File: src/rtl/hsv2rgb_pkg.sv
// ============================================================================
// hsv2rgb_pkg
// Shared constants, codes and types for the HSV to RGB converter.
// ============================================================================
`default_nettype none

package hsv2rgb_pkg;

    // input field widths
    localparam int HUE_W = 10;
    localparam int PCT_W = 7;
    localparam int CHAN_W = 8;

    // reduced widths
    localparam int HUE_R_W = 9;   // 0..360
    localparam int DIST_W = 6;    // 0..60
    localparam int PROD_W = 14;   // up to 100*100
    localparam int NUM_W = 20;    // numerator over 600000
    localparam int Y_W = 24;      // numerator times 17
    localparam int RECIP_W = 25;
    localparam int MUL_W = Y_W + RECIP_W;
    localparam int RECIP_SHIFT = 40;

    localparam logic [HUE_W-1:0] FULL_HUE = HUE_W'(360);
    localparam logic [HUE_W-1:0] TWO_HUE = HUE_W'(720);
    localparam logic [PCT_W-1:0] FULL_PCT = PCT_W'(100);
    localparam logic [HUE_R_W-1:0] SEXT_DEG = HUE_R_W'(60);

    // 255/600000 reduces to 17/40000; floor(y/40000) == (y*RECIP) >> 40
    // for every y below 2^24
    localparam logic [RECIP_W-1:0] RECIP = RECIP_W'(27487791);

    // hue sextants
    localparam logic [2:0] SEXT_RED_YEL = 3'd0;
    localparam logic [2:0] SEXT_YEL_GRN = 3'd1;
    localparam logic [2:0] SEXT_GRN_CYN = 3'd2;
    localparam logic [2:0] SEXT_CYN_BLU = 3'd3;
    localparam logic [2:0] SEXT_BLU_MAG = 3'd4;
    localparam logic [2:0] SEXT_MAG_RED = 3'd5;

    // per-stage load enables
    typedef struct packed {
        logic s1;
        logic s2;
        logic s3;
        logic s4;
        logic s5;
    } ld_t;

endpackage

`default_nettype wire

File: src/rtl/hsv_to_rgb_converter.sv
// ============================================================================
// hsv_to_rgb_converter
// Streaming HSV to RGB pixel converter, one word per clock unless stalled.
// ============================================================================
// Converts hue (whole degrees), saturation and value (percent) into 8-bit
// red, green and blue. Hue above 360 is taken mod 360 (360 itself maps like
// 0); saturation and value above 100 are taken mod 100. Each channel is
// floor(255*(component + offset)) computed exactly in integers over 600000,
// so the result matches a true-real computation truncated, never rounded.
// The block is a five-stage pipeline: range reduction; sextant, distance and
// the two percent products; chroma, secondary and offset multiplies;
// channel placement with offset add; reciprocal multiply for the final
// divide. A new word is taken every cycle unless backpressure has filled the
// pipe. Each stage holds its word only while the stage after it is full and
// stalled, so empty slots close up under backpressure and the input keeps
// accepting until the pipe is full.
// ============================================================================
`default_nettype none

module hsv_to_rgb_converter (
    input  wire logic        clk,
    input  wire logic        rst_n,
    input  wire logic        s_tvalid,
    output logic             s_tready,
    input  wire logic [23:0] s_tdata,   // hue[9:0], saturation[16:10], brightness[23:17]
    output logic             m_tvalid,
    input  wire logic        m_tready,
    output logic      [23:0] m_tdata    // red[7:0], green[15:8], blue[23:16]
);

    // stage valid bits, index 0 is the first stage
    logic [4:0] vld_reg, vld_next;
    logic [4:0] adv;
    logic [4:0] vin;
    hsv2rgb_pkg::ld_t ld;

    logic [2:0]                                 sext;
    logic [hsv2rgb_pkg::DIST_W-1:0]             hue_dist;
    logic [hsv2rgb_pkg::PROD_W-1:0]             sv;
    logic [hsv2rgb_pkg::PROD_W-1:0]             vn;
    logic [2:0][hsv2rgb_pkg::Y_W-1:0]           y;
    logic [2:0][hsv2rgb_pkg::CHAN_W-1:0]        chan;

    // a stage moves when it is empty or the stage after it moves
    always_comb
    begin
        adv[4] = !vld_reg[4] || m_tready;
        for (int i = 3; i >= 0; i--)
            adv[i] = !vld_reg[i] || adv[i+1];
        vin = {vld_reg[3:0], s_tvalid};
        for (int i = 0; i < 5; i++)
            vld_next[i] = adv[i] ? vin[i] : vld_reg[i];
        ld.s1 = adv[0] && vin[0];
        ld.s2 = adv[1] && vin[1];
        ld.s3 = adv[2] && vin[2];
        ld.s4 = adv[3] && vin[3];
        ld.s5 = adv[4] && vin[4];
    end

    always_ff @(posedge clk or negedge rst_n)
    begin
        if (!rst_n)
            vld_reg <= '0;
        else
            vld_reg <= vld_next;
    end

    hsv2rgb_prep u_prep (
        .clk        (clk),
        .ld         (ld),
        .hue        (s_tdata[9:0]),
        .saturation (s_tdata[16:10]),
        .brightness (s_tdata[23:17]),
        .sext       (sext),
        .hue_dist   (hue_dist),
        .sv         (sv),
        .vn         (vn)
    );

    hsv2rgb_mix u_mix (
        .clk      (clk),
        .ld       (ld),
        .sext     (sext),
        .hue_dist (hue_dist),
        .sv       (sv),
        .vn       (vn),
        .y        (y)
    );

    hsv2rgb_scale u_scale (
        .clk  (clk),
        .ld   (ld),
        .y    (y),
        .chan (chan)
    );

    assign s_tready = adv[0];
    assign m_tvalid = vld_reg[4];
    assign m_tdata  = {chan[2], chan[1], chan[0]};

endmodule

`default_nettype wire

File: src/rtl/hsv2rgb_prep.sv
// ============================================================================
// hsv2rgb_prep
// Stages 1-2: range reduction, then sextant, distance and percent products.
// ============================================================================
`default_nettype none

module hsv2rgb_prep (
    input  wire logic                              clk,
    input  wire hsv2rgb_pkg::ld_t                  ld,
    input  wire logic [hsv2rgb_pkg::HUE_W-1:0]     hue,
    input  wire logic [hsv2rgb_pkg::PCT_W-1:0]     saturation,
    input  wire logic [hsv2rgb_pkg::PCT_W-1:0]     brightness,
    output logic      [2:0]                        sext,
    output logic      [hsv2rgb_pkg::DIST_W-1:0]    hue_dist,
    output logic      [hsv2rgb_pkg::PROD_W-1:0]    sv,
    output logic      [hsv2rgb_pkg::PROD_W-1:0]    vn
);

    logic [hsv2rgb_pkg::HUE_R_W-1:0] h1_reg, h1_next;
    logic [hsv2rgb_pkg::PCT_W-1:0]   s1_reg, s1_next;
    logic [hsv2rgb_pkg::PCT_W-1:0]   v1_reg, v1_next;

    logic [2:0]                       sext_reg, sext_next;
    logic [hsv2rgb_pkg::DIST_W-1:0]   hue_dist_reg, hue_dist_next;
    logic [hsv2rgb_pkg::PROD_W-1:0]   sv_reg, sv_next;
    logic [hsv2rgb_pkg::PROD_W-1:0]   vn_reg, vn_next;
    logic [hsv2rgb_pkg::HUE_R_W-1:0]  k;

    // stage 1: hue mod 360 above 360, percents mod 100 above 100
    always_comb
    begin
        if (hue >= hsv2rgb_pkg::TWO_HUE)
            h1_next = hsv2rgb_pkg::HUE_R_W'(hue - hsv2rgb_pkg::TWO_HUE);
        else if (hue > hsv2rgb_pkg::FULL_HUE)
            h1_next = hsv2rgb_pkg::HUE_R_W'(hue - hsv2rgb_pkg::FULL_HUE);
        else
            h1_next = hsv2rgb_pkg::HUE_R_W'(hue);
        s1_next = (saturation > hsv2rgb_pkg::FULL_PCT) ?
                  saturation - hsv2rgb_pkg::FULL_PCT : saturation;
        v1_next = (brightness > hsv2rgb_pkg::FULL_PCT) ?
                  brightness - hsv2rgb_pkg::FULL_PCT : brightness;
    end

    // stage 2: position inside the 120-degree period, sextant, products
    always_comb
    begin
        if (h1_reg >= hsv2rgb_pkg::HUE_R_W'(3 * 2 * hsv2rgb_pkg::SEXT_DEG))
            k = h1_reg - hsv2rgb_pkg::HUE_R_W'(3 * 2 * hsv2rgb_pkg::SEXT_DEG);
        else if (h1_reg >= hsv2rgb_pkg::HUE_R_W'(2 * 2 * hsv2rgb_pkg::SEXT_DEG))
            k = h1_reg - hsv2rgb_pkg::HUE_R_W'(2 * 2 * hsv2rgb_pkg::SEXT_DEG);
        else if (h1_reg >= hsv2rgb_pkg::HUE_R_W'(2 * hsv2rgb_pkg::SEXT_DEG))
            k = h1_reg - hsv2rgb_pkg::HUE_R_W'(2 * hsv2rgb_pkg::SEXT_DEG);
        else
            k = h1_reg;

        if (k >= hsv2rgb_pkg::SEXT_DEG)
            hue_dist_next = hsv2rgb_pkg::DIST_W'(k - hsv2rgb_pkg::SEXT_DEG);
        else
            hue_dist_next = hsv2rgb_pkg::DIST_W'(hsv2rgb_pkg::SEXT_DEG - k);

        // hue of exactly 360 lands in the magenta-red sextant
        if (h1_reg < hsv2rgb_pkg::SEXT_DEG)
            sext_next = hsv2rgb_pkg::SEXT_RED_YEL;
        else if (h1_reg < hsv2rgb_pkg::HUE_R_W'(2 * hsv2rgb_pkg::SEXT_DEG))
            sext_next = hsv2rgb_pkg::SEXT_YEL_GRN;
        else if (h1_reg < hsv2rgb_pkg::HUE_R_W'(3 * hsv2rgb_pkg::SEXT_DEG))
            sext_next = hsv2rgb_pkg::SEXT_GRN_CYN;
        else if (h1_reg < hsv2rgb_pkg::HUE_R_W'(4 * hsv2rgb_pkg::SEXT_DEG))
            sext_next = hsv2rgb_pkg::SEXT_CYN_BLU;
        else if (h1_reg < hsv2rgb_pkg::HUE_R_W'(5 * hsv2rgb_pkg::SEXT_DEG))
            sext_next = hsv2rgb_pkg::SEXT_BLU_MAG;
        else
            sext_next = hsv2rgb_pkg::SEXT_MAG_RED;

        sv_next = hsv2rgb_pkg::PROD_W'(s1_reg) * hsv2rgb_pkg::PROD_W'(v1_reg);
        vn_next = hsv2rgb_pkg::PROD_W'(v1_reg) *
                  hsv2rgb_pkg::PROD_W'(hsv2rgb_pkg::FULL_PCT - s1_reg);
    end

    always_ff @(posedge clk)
    begin
        if (ld.s1)
        begin
            h1_reg <= h1_next;
            s1_reg <= s1_next;
            v1_reg <= v1_next;
        end
        if (ld.s2)
        begin
            sext_reg     <= sext_next;
            hue_dist_reg <= hue_dist_next;
            sv_reg       <= sv_next;
            vn_reg       <= vn_next;
        end
    end

    assign sext     = sext_reg;
    assign hue_dist = hue_dist_reg;
    assign sv       = sv_reg;
    assign vn       = vn_reg;

endmodule

`default_nettype wire

File: src/rtl/hsv2rgb_mix.sv
// ============================================================================
// hsv2rgb_mix
// Stages 3-4: chroma, secondary and offset, then channel placement.
// ============================================================================
`default_nettype none

module hsv2rgb_mix (
    input  wire logic                                 clk,
    input  wire hsv2rgb_pkg::ld_t                     ld,
    input  wire logic [2:0]                           sext,
    input  wire logic [hsv2rgb_pkg::DIST_W-1:0]       hue_dist,
    input  wire logic [hsv2rgb_pkg::PROD_W-1:0]       sv,
    input  wire logic [hsv2rgb_pkg::PROD_W-1:0]       vn,
    output logic      [2:0][hsv2rgb_pkg::Y_W-1:0]     y
);

    logic [hsv2rgb_pkg::NUM_W-1:0] c_reg, c_next;
    logic [hsv2rgb_pkg::NUM_W-1:0] x_reg, x_next;
    logic [hsv2rgb_pkg::NUM_W-1:0] m_reg, m_next;
    logic [2:0]                    sext_reg;

    logic [2:0][hsv2rgb_pkg::NUM_W-1:0] comp;
    logic [2:0][hsv2rgb_pkg::NUM_W-1:0] num;
    logic [2:0][hsv2rgb_pkg::Y_W-1:0]   y_reg, y_next;

    // stage 3: all terms over 600000
    always_comb
    begin
        c_next = hsv2rgb_pkg::NUM_W'(sv) * hsv2rgb_pkg::NUM_W'(hsv2rgb_pkg::SEXT_DEG);
        x_next = hsv2rgb_pkg::NUM_W'(sv) *
                 hsv2rgb_pkg::NUM_W'(hsv2rgb_pkg::SEXT_DEG - hsv2rgb_pkg::HUE_R_W'(hue_dist));
        m_next = hsv2rgb_pkg::NUM_W'(vn) * hsv2rgb_pkg::NUM_W'(hsv2rgb_pkg::SEXT_DEG);
    end

    // stage 4: place components (index 0 red, 1 green, 2 blue), add offset, x17
    always_comb
    begin
        comp = '0;
        case (sext_reg)
            hsv2rgb_pkg::SEXT_RED_YEL: begin comp[0] = c_reg; comp[1] = x_reg; end
            hsv2rgb_pkg::SEXT_YEL_GRN: begin comp[0] = x_reg; comp[1] = c_reg; end
            hsv2rgb_pkg::SEXT_GRN_CYN: begin comp[1] = c_reg; comp[2] = x_reg; end
            hsv2rgb_pkg::SEXT_CYN_BLU: begin comp[1] = x_reg; comp[2] = c_reg; end
            hsv2rgb_pkg::SEXT_BLU_MAG: begin comp[0] = x_reg; comp[2] = c_reg; end
            default:                   begin comp[0] = c_reg; comp[2] = x_reg; end
        endcase
        for (int i = 0; i < 3; i++)
        begin
            num[i]    = comp[i] + m_reg;
            y_next[i] = (hsv2rgb_pkg::Y_W'(num[i]) << 4) + hsv2rgb_pkg::Y_W'(num[i]);
        end
    end

    always_ff @(posedge clk)
    begin
        if (ld.s3)
        begin
            c_reg    <= c_next;
            x_reg    <= x_next;
            m_reg    <= m_next;
            sext_reg <= sext;
        end
        if (ld.s4)
            y_reg <= y_next;
    end

    assign y = y_reg;

endmodule

`default_nettype wire

File: src/rtl/hsv2rgb_scale.sv
// ============================================================================
// hsv2rgb_scale
// Stage 5: divide each channel numerator by 40000 through a reciprocal.
// ============================================================================
`default_nettype none

module hsv2rgb_scale (
    input  wire logic                                 clk,
    input  wire hsv2rgb_pkg::ld_t                     ld,
    input  wire logic [2:0][hsv2rgb_pkg::Y_W-1:0]     y,
    output logic      [2:0][hsv2rgb_pkg::CHAN_W-1:0]  chan
);

    logic [2:0][hsv2rgb_pkg::MUL_W-1:0] prod_reg, prod_next;

    always_comb
    begin
        for (int i = 0; i < 3; i++)
        begin
            prod_next[i] = hsv2rgb_pkg::MUL_W'(y[i]) *
                           hsv2rgb_pkg::MUL_W'(hsv2rgb_pkg::RECIP);
            chan[i] = prod_reg[i][hsv2rgb_pkg::RECIP_SHIFT +: hsv2rgb_pkg::CHAN_W];
        end
    end

    always_ff @(posedge clk)
    begin
        if (ld.s5)
            prod_reg <= prod_next;
    end

endmodule

`default_nettype wire

File: config.mk
export PLATFORM = sky130hd
export DESIGN_NAME = hsv_to_rgb_converter
export DESIGN_NICKNAME = d
export VERILOG_FILES = /design/src/rtl/hsv2rgb_pkg.sv /design/src/rtl/hsv_to_rgb_converter.sv /design/src/rtl/hsv2rgb_prep.sv /design/src/rtl/hsv2rgb_mix.sv /design/src/rtl/hsv2rgb_scale.sv
export SDC_FILE = /design/constraint.sdc
export NUM_CORES = 2
export LEC_CHECK = 0
export BUFFER_PORTS_ARGS = -buffer_cell sky130_fd_sc_hd__buf_2
export CAP_MARGIN = 20
export CORE_MARGIN = 4
export CORE_UTILIZATION = 35
export DETAILED_ROUTE_END_ITERATION = 10
export MAX_ROUTING_LAYER = met4
export PLACE_DENSITY_LB_ADDON = 0.25
export SYNTH_ARGS = -nofsm -noshare
export SYNTH_HDL_FRONTEND = slang
export SYNTH_SLANG_ARGS = --single-unit
File: constraint.sdc
create_clock -name clk -period 6.98 [get_ports clk]
set_input_delay 0.349 -clock clk [delete_from_list [all_inputs] [get_ports clk]]
set_output_delay 0.349 -clock clk [all_outputs]
set_load 0.005 [all_outputs]
==> summary.txt <==
die area = 158,000 µm²
syn avg cell area = 10.3 µm²
reg2reg setup slack = 0.25 ns
worst rel slew slack = 29.4%
crit path buf inv count = 4
CTS sink cnt = 218
GRT Total Usage = 17.8%
slowest stage cell, crit path = fa_2
total CTS buffers = 30
cell with the most instances after synthesis = inv_1
Yosys reg bits = 218
total congestion overflow = 0
Cell Rows = 142
status = complete, no violations
worst slew pin tran = 1.05 ns
Syn Inst Count = 5,166
Detailed Route Iter0 Violations = 1,706
Post-synth ARST share = 2.29%
Initial Utilization = 35.3%
critical path launch point type = flop
final wirelength = 132,000 µm
setup TNS = 0 ns
layout cells sized above 1 = 5.01%
Final Cell Area = 57,700 µm²
leading area contributor after synthesis = fa_1
Die Span Y = 397 µm
most used cell, CP = fa_1
cell family with most CP delay = adder cells
Synth Cell Area = 53,100 µm²
Die Wd = 397 µm
Seq/Total Area, Yosys = 12.3%
Synth top area share = 36.1%
# Max-Cap Violations = 0
routed len/inst = 18.0 µm
fin crit share = 96.5%
Final Max Tran Viols = 0
Crit Path Category = reg2reg
placed wire-length estimate = 119,000 µm
Area Growth Syn to Fin = 8.79%
post-place instance area = 56,200 µm²
synth top area cells = fa_1, ha_1, edfxtp_1
largest net degree at the start of global routing = 59
Routed Antenna Nets = 0
max reg flops = 72
main flop type after synthesis = edfxtp_1
worst path arrival time = 7.08 ns
H-tree Lvls = 1
initial antenna violation count = 0
number of synthesized flops with an enable pin = 213
vias per inst = 4.69
Worst-path clk slew = 0.06 ns
vias in the first global route = 37.3k
1st-pass router iterations = 5
CTS root buffer = clkbuf_16
Residual DRC = 0
CP endpoint kind = flop
Final setup violation count = 0
Yosys warning count = 0
first-pass GRT wire length = 214,000 µm
FMAX = 149 MHz
antenna cells = 0
HP Class = in2reg
worst-path maximum fanout = 3
core box area = 150,000 µm²
Clk Latency, worst-skew pair = 0.63 ns
final number of hold-violating endpoints = 0
worst hold margin = 0.0574 ns
worst path cell trace = fa_2 > inv_2 > fa_1 > fa_1 > inv_1 > fa_2 > fa_1 > fa_1 > inv_1 > fa_1 > inv_1 > ha_4 > and3_4 > nand2_1 > or4_4 > a211oi_4 > a2111oi_2 > a311oi_2 > a21o_1 > a21oi_1 > xnor2_1
CTS tree = done
I/O pin count = 54
final net count = 7,288
synth unique cells = 77
syn nets = 7,131
fin crit period = 6.73 ns
Layout fillers = 15.1k
top post-synthesis cells by count = inv_1, ha_1, fa_1
Vias = 34.5k
Longest Clk Path Bufs = 3
port bufs = 53
Critical Path RT = 7.33 ns
max incr delay on CP = 0.63 ns
Max Clock Skew = 0.0346 ns
Placer Congestion = 0.930
[cell type report]
type / instances / area [µm²] / share of cell area [%]
clock buffer: 34 / 766 / 1.33
clock inverter: 21 / 253 / 0.438
inverter: 1441 / 5410 / 9.37
multi-input combinational: 3464 / 41100 / 71.2
sequential: 218 / 6520 / 11.3
tap: 2016 / 2520 / 4.37
timing repair buffer: 168 / 1150 / 2.00
[layer usage]
metal	wire, µm	GRT usage [%]	vias to the layer above
li1	-	-	16582
met1	64200	25.1	17373
met2	62500	28.9	482
met3	3690	1.04	104
met4	1950	2.55	0
met5	0	-	-
[what timing repair did]
action | 4_1_cts | 5_1_grt
endpoints found under the setup margin | 0 | 16
endpoints found under the hold margin | 14 | 0
hold buffers | 10 | 0
gates resized for setup | 0 | 32
buffers inserted | 0 | 35
[worst register-to-register path, cell delays in order (launching register included)]
cell and delay, ns:
edfxtp_1 0.43, fa_2 0.63, inv_2 0.06, fa_1 0.46, fa_1 0.52, inv_1 0.09
fa_2 0.62, fa_1 0.43, fa_1 0.49, inv_1 0.05, fa_1 0.49, inv_1 0.07
ha_4 0.27, and3_4 0.18, nand2_1 0.05, or4_4 0.52, a211oi_4 0.24, a2111oi_2 0.09
a311oi_2 0.37, a21o_1 0.19, a21oi_1 0.08, xnor2_1 0.14
[path summary, 6_finish.rpt]
kind	start	to	depth (start not counted)
hold reg to reg	vld_reg[1]	vld_reg[2]	1
setup reg to reg	u_mix.y[47]	u_scale.chan[14]	21
hold / removal	s_tdata[15]	u_prep.s1_reg[5]	2
min in group asynchronous	rst_n	vld_reg[3]	2
setup / recovery	u_mix.y[47]	u_scale.chan[14]	21
max in group asynchronous	rst_n	vld_reg[2]	2
[cell usage in the layout (no fill, tap or decap), types with 99 or more instances in the layout]
cell type,count
a21o_1,99
nand2_1,240
nor2_1,127
buf_4,105
inv_1,1436
xnor2_1,171
a21oi_1,173
edfxtp_1,213
o21ai_0,104
ha_1,969
fa_1,952
[logic make-up after synthesis]
group | after synthesis | synth area share, %
multiplexers | 10 | 0.196
adder cells (fa/ha/maj) | 1937 | 59.2
XOR/XNOR | 251 | 4.17
flip-flops | 218 | 12.3
AO/OA/AOI/OAI | 596 | 7.51
AND/OR/NAND/NOR | 670 | 6.07
buffers and inverters | 1484 | 10.5
[through the flow]
stage	setup WS, ns	instances	util [%]
finish	0.248	7362	38.4
global route	-0.0217	7362	38.4
CTS	0.169	7327	38.1
detailed placement	0.170	7262	37.4
global placement	0.204	7261	37.4
floorplan	0.530	5166	-
Power is left out: the tool's default activity adds up to more than one toggle a clock period on the data nets, which glitch-free logic cannot reach.
